<file path="src/hdl/signed_64_by_32_divide_unit_core_macros.svh">
// Assertion helpers, clocked on clk and held off while rst_n is low.
`ifndef SIGNED_64_BY_32_DIVIDE_UNIT_CORE_MACROS_SVH
`define SIGNED_64_BY_32_DIVIDE_UNIT_CORE_MACROS_SVH

// Same-cycle implication.
`define SD64_ASSERT_NOW(label, ante, cons) \
    label: assert property (@(posedge clk) disable iff (!rst_n) (ante) |-> (cons)) \
        else $error("sd64 assertion failed");

// Next-cycle implication.
`define SD64_ASSERT_NEXT(label, ante, cons) \
    label: assert property (@(posedge clk) disable iff (!rst_n) (ante) |=> (cons)) \
        else $error("sd64 assertion failed");

`endif

</file>
<file path="src/hdl/sd64_pkg.sv">
`timescale 1ns / 1ps

package sd64_pkg;

    localparam int WORD_W = 32;
    localparam int CNT_W  = $clog2(WORD_W);

    typedef logic [WORD_W-1:0] word_t;

    // Operands handed to the divider at start
    typedef struct packed {
        word_t hi;      // effective high word (already sign-extended if short)
        word_t lo;
        word_t dv;
    } sd64_req_t;

    typedef struct packed {
        word_t res_hi;
        word_t res_lo;
        logic  ovf;
    } sd64_rsp_t;

    typedef struct packed {
        logic busy;
        logic done;
    } sd64_status_t;

endpackage

</file>
<file path="src/hdl/sd64_channels.sv">
`timescale 1ns / 1ps

interface sd64_in_if;
    logic                                valid;
    logic                                ready;
    logic signed [sd64_pkg::WORD_W-1:0]  dividend_high;
    logic        [sd64_pkg::WORD_W-1:0]  dividend_low;
    logic signed [sd64_pkg::WORD_W-1:0]  divisor;
    logic                                short_dividend;
    logic                                clear_overflow;

    modport source (output valid, dividend_high, dividend_low, divisor,
                    short_dividend, clear_overflow, input ready);
    modport sink   (input valid, dividend_high, dividend_low, divisor,
                    short_dividend, clear_overflow, output ready);
endinterface

interface sd64_out_if;
    logic                                valid;
    logic                                ready;
    logic signed [sd64_pkg::WORD_W-1:0]  result_high;
    logic        [sd64_pkg::WORD_W-1:0]  result_low;
    logic                                overflow;
    logic                                overflow_sticky;

    modport source (output valid, result_high, result_low, overflow,
                    overflow_sticky, input ready);
    modport sink   (input valid, result_high, result_low, overflow,
                    overflow_sticky, output ready);
endinterface

</file>
<file path="src/hdl/sd64_divider.sv">
`timescale 1ns / 1ps
`include "signed_64_by_32_divide_unit_core_macros.svh"

module sd64_divider
(
    input  logic                    clk,
    input  logic                    rst_n,
    input  logic                    start,
    input  sd64_pkg::sd64_req_t     req,
    input  logic                    ack,
    output sd64_pkg::sd64_status_t  status,
    output sd64_pkg::sd64_rsp_t     rsp
);

    typedef enum logic [5:0]
    {
        ST_IDLE  = 6'b000001,
        ST_PREP  = 6'b000010,
        ST_CHECK = 6'b000100,
        ST_ITER  = 6'b001000,
        ST_FIX   = 6'b010000,
        ST_DONE  = 6'b100000
    } state_t;

    localparam int W = sd64_pkg::WORD_W;
    localparam logic [sd64_pkg::CNT_W-1:0] LAST_CNT = sd64_pkg::CNT_W'(W - 1);
    localparam sd64_pkg::word_t MIN_MAG = {1'b1, {(W-1){1'b0}}};

    state_t                      state_reg, state_next;
    logic [sd64_pkg::CNT_W-1:0]  cnt_reg, cnt_next;
    sd64_pkg::word_t             hi_reg, lo_reg, dv_reg;
    sd64_pkg::word_t             rem_reg, rem_next;
    sd64_pkg::word_t             quo_reg, quo_next;
    sd64_pkg::word_t             uv_reg;
    logic                        dneg_reg, vneg_reg, ovf_reg;
    sd64_pkg::sd64_rsp_t         rsp_reg, rsp_next;

    logic [2*W-1:0]              dividend;
    logic [2*W-1:0]              ud;
    sd64_pkg::word_t             uv;
    logic [W+1:0]                trial;
    logic                        ge;
    logic                        qneg;
    logic                        range_ovf;

    // Magnitudes of the latched operands
    always_comb
    begin
        dividend = {hi_reg, lo_reg};
        ud       = hi_reg[W-1] ? (~dividend + 1'b1) : dividend;
        uv       = dv_reg[W-1] ? (~dv_reg + 1'b1) : dv_reg;
    end

    // One restoring step: bring down the next dividend bit and try the subtract
    always_comb
    begin
        trial = {1'b0, rem_reg, quo_reg[W-1]} - {2'b00, uv_reg};
        ge    = !trial[W+1];
        if (ge)
        begin
            rem_next = trial[W-1:0];
        end
        else
        begin
            rem_next = {rem_reg[W-2:0], quo_reg[W-1]};
        end
        quo_next = {quo_reg[W-2:0], ge};
    end

    always_comb
    begin
        qneg      = dneg_reg ^ vneg_reg;
        range_ovf = qneg ? (quo_reg > MIN_MAG) : quo_reg[W-1];
        if (ovf_reg || range_ovf)
        begin
            rsp_next.res_hi = hi_reg;
            rsp_next.res_lo = lo_reg;
            rsp_next.ovf    = 1'b1;
        end
        else
        begin
            rsp_next.res_hi = dneg_reg ? (~rem_reg + 1'b1) : rem_reg;
            rsp_next.res_lo = qneg ? (~quo_reg + 1'b1) : quo_reg;
            rsp_next.ovf    = 1'b0;
        end
    end

    always_comb
    begin
        state_next = state_reg;
        cnt_next   = cnt_reg;
        case (state_reg)
            ST_IDLE:
            begin
                if (start)
                begin
                    state_next = ST_PREP;
                end
            end
            ST_PREP:
            begin
                state_next = ST_CHECK;
            end
            ST_CHECK:
            begin
                cnt_next = '0;
                // quotient of 2^32 or more, or divide by zero: no iterations
                if ((uv_reg == '0) || (rem_reg >= uv_reg))
                begin
                    state_next = ST_FIX;
                end
                else
                begin
                    state_next = ST_ITER;
                end
            end
            ST_ITER:
            begin
                cnt_next = cnt_reg + 1'b1;
                if (cnt_reg == LAST_CNT)
                begin
                    state_next = ST_FIX;
                end
            end
            ST_FIX:
            begin
                state_next = ST_DONE;
            end
            ST_DONE:
            begin
                if (ack)
                begin
                    state_next = ST_IDLE;
                end
            end
            default:
            begin
                state_next = ST_IDLE;
            end
        endcase
    end

    always_ff @(posedge clk or negedge rst_n)
    begin
        if (!rst_n)
        begin
            state_reg <= ST_IDLE;
            cnt_reg   <= '0;
        end
        else
        begin
            state_reg <= state_next;
            cnt_reg   <= cnt_next;
        end
    end

    always_ff @(posedge clk)
    begin
        case (state_reg)
            ST_IDLE:
            begin
                if (start)
                begin
                    hi_reg <= req.hi;
                    lo_reg <= req.lo;
                    dv_reg <= req.dv;
                end
            end
            ST_PREP:
            begin
                rem_reg  <= ud[2*W-1:W];
                quo_reg  <= ud[W-1:0];
                uv_reg   <= uv;
                dneg_reg <= hi_reg[W-1];
                vneg_reg <= dv_reg[W-1];
                ovf_reg  <= 1'b0;
            end
            ST_CHECK:
            begin
                ovf_reg <= (uv_reg == '0) || (rem_reg >= uv_reg);
            end
            ST_ITER:
            begin
                rem_reg <= rem_next;
                quo_reg <= quo_next;
            end
            ST_FIX:
            begin
                rsp_reg <= rsp_next;
            end
            default:
            begin
            end
        endcase
    end

    assign status.busy = (state_reg != ST_IDLE);
    assign status.done = (state_reg == ST_DONE);
    assign rsp         = rsp_reg;

    `SD64_ASSERT_NOW(a_start_idle, start, state_reg == ST_IDLE)
    `SD64_ASSERT_NOW(a_rem_below_divisor, state_reg == ST_ITER, rem_reg < uv_reg)
    `SD64_ASSERT_NEXT(a_last_step_to_fix, (state_reg == ST_ITER) && (cnt_reg == LAST_CNT),
        state_reg == ST_FIX)
    `SD64_ASSERT_NOW(a_ok_needs_divisor, (state_reg == ST_DONE) && !rsp_reg.ovf,
        uv_reg != '0)

endmodule

</file>
<file path="src/hdl/signed_64_by_32_divide_unit_core.sv">
`timescale 1ns / 1ps
// Signed 64-by-32 divider with overflow detection.
// request: one transaction per division (dividend_high/low, divisor,
//   short_dividend sign-extends dividend_low into the high word,
//   clear_overflow drops the sticky flag before this division).
// response: one transaction per request; result_high is the remainder and
//   result_low the quotient, or the dividend words with overflow set when
//   the divisor is zero or the quotient does not fit in 32 signed bits.
// Quotient rounds toward zero; the remainder takes the dividend's sign.
// Timing: one bit of quotient per cycle from a 34-bit subtract, 32 steps.
//   An accepted request passes the PREP, CHECK, ITER and FIX states to
//   DONE, where it waits to move into the response register; overflows
//   caught before iterating (divide by zero, quotient of 2^32 or more)
//   skip ITER. One division is in flight at a time; request is ready
//   again the cycle the response goes valid.
// Stall: the response register holds until taken; a finished division waits
//   in the divider meanwhile, and no new request is accepted until it moves
//   into the response register.
// Reset: clears the sticky overflow flag and all handshake state.

module signed_64_by_32_divide_unit_core
(
    input  logic        clk,
    input  logic        rst_n,
    sd64_in_if.sink     request,
    sd64_out_if.source  response
);

    sd64_pkg::sd64_req_t     div_req;
    sd64_pkg::sd64_status_t  div_status;
    sd64_pkg::sd64_rsp_t     div_rsp;
    logic                    start;
    logic                    ack;
    logic                    clr_reg;
    logic                    flag_reg, flag_next;
    logic                    out_valid_reg;
    sd64_pkg::sd64_rsp_t     out_reg;

    assign request.ready = !div_status.busy;
    assign start         = request.valid && request.ready;
    assign ack           = div_status.done && (!out_valid_reg || response.ready);

    always_comb
    begin
        div_req.hi = request.short_dividend ?
                     {sd64_pkg::WORD_W{request.dividend_low[sd64_pkg::WORD_W-1]}} :
                     request.dividend_high;
        div_req.lo = request.dividend_low;
        div_req.dv = request.divisor;
        flag_next  = (flag_reg && !clr_reg) || div_rsp.ovf;
    end

    sd64_divider u_div
    (
        .clk    (clk),
        .rst_n  (rst_n),
        .start  (start),
        .req    (div_req),
        .ack    (ack),
        .status (div_status),
        .rsp    (div_rsp)
    );

    always_ff @(posedge clk or negedge rst_n)
    begin
        if (!rst_n)
        begin
            flag_reg      <= 1'b0;
            out_valid_reg <= 1'b0;
            clr_reg       <= 1'b0;
        end
        else
        begin
            if (start)
            begin
                clr_reg <= request.clear_overflow;
            end
            if (ack)
            begin
                flag_reg      <= flag_next;
                out_valid_reg <= 1'b1;
            end
            else if (response.ready)
            begin
                out_valid_reg <= 1'b0;
            end
        end
    end

    always_ff @(posedge clk)
    begin
        if (ack)
        begin
            out_reg <= div_rsp;
        end
    end

    assign response.valid           = out_valid_reg;
    assign response.result_high     = out_reg.res_hi;
    assign response.result_low      = out_reg.res_lo;
    assign response.overflow        = out_reg.ovf;
    assign response.overflow_sticky = flag_reg;

endmodule

</file>
<file path="src/flat_wrapper.sv">
// flat-port wrapper written by rule: the top's interface ports become plain ports
module signed_64_by_32_divide_unit_core_flat 
  (clk, rst_n, request_valid, request_dividend_high, request_dividend_low, request_divisor, request_short_dividend, request_clear_overflow, request_ready, response_valid, response_result_high, response_result_low, response_overflow, response_overflow_sticky, response_ready);
  sd64_in_if request_i ();
  sd64_out_if response_i ();
  input  logic clk;
  input  logic rst_n;
  input wire logic [$bits(request_i.valid)-1:0] request_valid;
  input wire logic [$bits(request_i.dividend_high)-1:0] request_dividend_high;
  input wire logic [$bits(request_i.dividend_low)-1:0] request_dividend_low;
  input wire logic [$bits(request_i.divisor)-1:0] request_divisor;
  input wire logic [$bits(request_i.short_dividend)-1:0] request_short_dividend;
  input wire logic [$bits(request_i.clear_overflow)-1:0] request_clear_overflow;
  output wire logic [$bits(request_i.ready)-1:0] request_ready;
  output wire logic [$bits(response_i.valid)-1:0] response_valid;
  output wire logic [$bits(response_i.result_high)-1:0] response_result_high;
  output wire logic [$bits(response_i.result_low)-1:0] response_result_low;
  output wire logic [$bits(response_i.overflow)-1:0] response_overflow;
  output wire logic [$bits(response_i.overflow_sticky)-1:0] response_overflow_sticky;
  input wire logic [$bits(response_i.ready)-1:0] response_ready;
  assign request_i.valid = request_valid;
  assign request_i.dividend_high = request_dividend_high;
  assign request_i.dividend_low = request_dividend_low;
  assign request_i.divisor = request_divisor;
  assign request_i.short_dividend = request_short_dividend;
  assign request_i.clear_overflow = request_clear_overflow;
  assign request_ready = request_i.ready;
  assign response_valid = response_i.valid;
  assign response_result_high = response_i.result_high;
  assign response_result_low = response_i.result_low;
  assign response_overflow = response_i.overflow;
  assign response_overflow_sticky = response_i.overflow_sticky;
  assign response_i.ready = response_ready;
  signed_64_by_32_divide_unit_core u_core (.clk(clk), .rst_n(rst_n), .request(request_i), .response(response_i));
endmodule
</file>
<file path="config.mk">
export PLATFORM = sky130hd
export DESIGN_NAME = signed_64_by_32_divide_unit_core_flat
export DESIGN_NICKNAME = d
export VERILOG_FILES = /design/src/hdl/sd64_pkg.sv /design/src/hdl/sd64_channels.sv /design/src/hdl/sd64_divider.sv /design/src/hdl/signed_64_by_32_divide_unit_core.sv /design/src/flat_wrapper.sv
export VERILOG_INCLUDE_DIRS = /design/src /design/src/hdl
export SDC_FILE = /design/constraint.sdc
export NUM_CORES = 1
export LEC_CHECK = 0
export BUFFER_PORTS_ARGS = -buffer_cell sky130_fd_sc_hd__buf_4
export CORE_ASPECT_RATIO = 2
export CORE_MARGIN = 4
export CORE_UTILIZATION = 27
export CTS_BUF_LIST = sky130_fd_sc_hd__clkbuf_2
export CTS_CLUSTER_SIZE = 40
export DETAILED_ROUTE_END_ITERATION = 8
export SYNTH_ARGS = -nofsm -noshare
export SYNTH_HDL_FRONTEND = slang
export SYNTH_SLANG_ARGS = --single-unit
export TNS_END_PERCENT = 5
</file>
<file path="constraint.sdc">
create_clock -name clk -period 5.55 [get_ports clk]
set_input_delay 0.2775 -clock clk [delete_from_list [all_inputs] [get_ports clk]]
set_output_delay 0.2775 -clock clk [all_outputs]
set_load 0.05 [all_outputs]
</file>
==> impl_metrics.json <==
{
  "vias": 13992,
  "end_kind": "flip-flop",
  "syn_avg_cell_area_um2": 11.19,
  "core_mm2": 0.06590,
  "cp_max_fo": 80,
  "largest_reg_flops": 65,
  "met3_length_um": 2573,
  "numPortBuffers": 169,
  "synth_top_area_share_pct": 54.30,
  "drt_iter0_markers": 814,
  "dr.max_layer_used": "met4",
  "critPathSlowestCell": "or4_1",
  "critical-path-max-stage-delay_ns": 0.60,
  "worst_pin_slew_ns": 1.167,
  "fin_crit_ns": 4.417,
  "fillCellCount": 6706,
  "tritoncts": "done",
  "grt_pass1_vias": 14866,
  "peakVddDrop_mv": 0.1143,
  "pwr_density_cell_mw_per_mm2": 335.5,
  "grt_overflow": 0,
  "layout-drive-gt1-share_pct": 17.30,
  "ys_warn_count": 0,
  "wl_met1_um": 19160,
  "synthMuxAreaShare_pct": 1.246,
  "final_common_cell": "edfxtp_1",
  "synth_edf_count": 325,
  "ant_nets": 0,
  "rsz0062_at_grt": "false",
  "post_cts_buffers": 0,
  "ys_ff_latch": 339,
  "route.detailed.drc": 0,
  "std_cell_rows": 133,
  "synth_compound_area_share_pct": 14.01,
  "cts_resized": 0,
  "antenna_found_initial": 2,
  "top_level_ports": 170,
  "nets": 2201,
  "layout_common_cells": "edfxtp_1 (325), dlygate4sd3_1 (207), o21ai_0 (199)",
  "drv_slew": 0,
  "die_h_um": 372.9,
  "critical_path.startpoint_type": "flip-flop",
  "ys.flop_type": "edfxtp_1",
  "ys_types": 67,
  "max_cap_violations": 0,
  "async_reset_ff_share_pct": 4.130,
  "synth_cells": 1606,
  "numCtsBuffers": 83,
  "cts_max_level": 3,
  "synth_top_area_cell": "edfxtp_1",
  "tns_ns": 0,
  "synth_area_leaders": "edfxtp_1 (54%), o21ai_0 (5.5%), ha_1 (4.9%), xnor2_1 (4.4%), xor2_1 (4.3%)",
  "dr_wl_met2_um": 27950,
  "grt_pass1_wl_um": 80050,
  "status": "complete, no violations",
  "initial_core_util_pct": 27.27,
  "syn2layout_area_growth_pct": 28.90,
  "cpMostUsedCell": "nor3_1",
  "hp-class": "in2reg",
  "arrival_ns": 5.22,
  "clk_path_buf_depth": 3,
  "hold_violations": 0,
  "cp_data_required_time_ns": 6.36,
  "place_congestion": 0.8755,
  "cellLeakagePower_nw": 8.911,
  "timing.final.crit_share_pct": 79.59,
  "dpl.cell_count": 2613,
  "worst_slack_ns": 1.133,
  "wire_per_inst_um": 17.53,
  "holdWs_ns": 0.1643,
  "viasPerCell": 4.705,
  "dr.pass1.iters": 9,
  "cts_sinks": 339,
  "crit_type": "reg2reg",
  "crit_chain": "or4_1 > or3_1 > nor3_1 > nand2b_1 > nor3_1 > nand4_1 > a21oi_1 > inv_2 > buf_4 > nand2_1 > o21ai_0",
  "synth_seq_area_share_pct": 56.25,
  "dp_slack_ns": 1.188,
  "yosys.area_share.adder_pct": 4.984,
  "clockRootBuffer": "clkbuf_2",
  "netlist_area_mm2": 0.01797,
  "slew_headroom_pct": 22.11,
  "final_util_pct": 35.16,
  "synthXorXnorAreaFrac_pct": 8.771,
  "track_usage_pct": 14.39,
  "dieArea_mm2": 0.07101,
  "ctsHoldBuffers": 207,
  "fmax_ghz": 0.2264,
  "wl_um": 52140,
  "finalNonFillerCells": 2974,
  "syn_nets": 1779,
  "hpwl_um": 38680,
  "grt_max_degree": 97,
  "synth_top_family_by_area": "compound AO/OA/AOI/OAI gates",
  "clk_pin_slew_worst_paths_ns": 0.12,
  "dieWidth_um": 190.4,
  "clock_skew_ns": 0.09793,
  "setup_viol": 0,
  "worstSkewPairLatency_ns": 1.11,
  "synthSimpleGateAreaFrac_pct": 11.57
}
## cells in the mapped netlist, types with 21 or more instances
| cell type | instances |
|---|---|
| edfxtp_1 | 325 |
| or3_1 | 23 |
| xnor2_1 | 91 |
| ha_1 | 70 |
| nand2_1 | 192 |
| o21ai_0 | 199 |
| a21o_1 | 29 |
| inv_1 | 88 |
| a21oi_1 | 64 |
| o41ai_1 | 21 |
| nor2_1 | 69 |
| o31ai_1 | 39 |
| clkbuf_1 | 56 |
| xor2_1 | 89 |
## power breakdown
group	leakage, nW	switching, mW	total (mW)	internal [mW]
sequential	3.16	0.395	3.72	3.32
clock	0.578	1.10	1.76	0.665
combinational	5.17	1.29	2.29	1.01
total	8.91	2.78	7.77	4.99
## critical path: cells and delay by family, from the launching register on
| kind | cells | cell delay, ns |
|---|---|---|
| buffers and inverters | 2 | 0.99 |
| DFF | 1 | 0.46 |
| and+or+nand+nor | 7 | 2.10 |
| AOI/OAI and AO/OA | 2 | 0.55 |
## layout make-up
type	count	area, um2	share of cell area (%)
repair buffers	399	3513	15.16
clock buffers	113	565.5	2.441
diodes	5	12.51	0.05400
clock inverters	36	219.0	0.9451
inverters	89	334.1	1.442
well taps	877	1097	4.736
flip-flops and latches	339	10110	43.64
multi-input cells	1116	7316	31.58
## path summary, 6_finish.rpt
| path | startpoint | to | slack (ns) | depth (start not counted) |
|---|---|---|---|---|
| max in group asynchronous | rst_n | u_core.u_div.state_reg[1]$_DFFE_PN0P_ | 4.74 | 3 |
| min in group asynchronous | rst_n | u_core.u_div.state_reg[2]$_DFFE_PN0P_ | 0.33 | 3 |
| min | response_ready | u_core.response.valid$_DFFE_PN0P_ | 0.16 | 4 |
| max | u_core.u_div.quo_reg[5]$_DFFE_PP_ | u_core.u_div.rsp[53]$_DFFE_PP_ | 1.13 | 11 |
| max reg2reg | u_core.u_div.quo_reg[5]$_DFFE_PP_ | u_core.u_div.rsp[53]$_DFFE_PP_ | 1.13 | 11 |
| min reg2reg | u_core.u_div.rsp[29]$_DFFE_PP_ | u_core.response.result_low[28]$_DFFE_PP_ | 0.42 | 0 |
## through the flow
stage | power, mW | area [um2]
floorplan | 5.247 | 17970
global placement | 5.878 | 20300
detailed placement | 5.931 | 20300
CTS | 7.865 | 23160
global route | 8.314 | 23170
finish | 7.773 | 23170
## metal layers
metal | vias to the layer above | GRT usage, %
li1 | 6800 | -
met1 | 6563 | 14.95
met2 | 468 | 27.17
met3 | 161 | 2.329
met4 | 0 | 7.622
met5 | - | 0
## kinds of logic (layout without fill, tap and decap cells)
| logic type | count (synthesis) | count (layout) |
|---|---|---|
| compound gates | 412 | 412 |
| xor+xnor | 180 | 180 |
| fa+ha+maj | 71 | 71 |
| buf+inv | 151 | 637 |
| flops | 339 | 339 |
| mux | 22 | 22 |
| other cells | 0 | 5 |
| simple gates | 431 | 431 |
No activity file was read; power rests on OpenSTA's default activity.
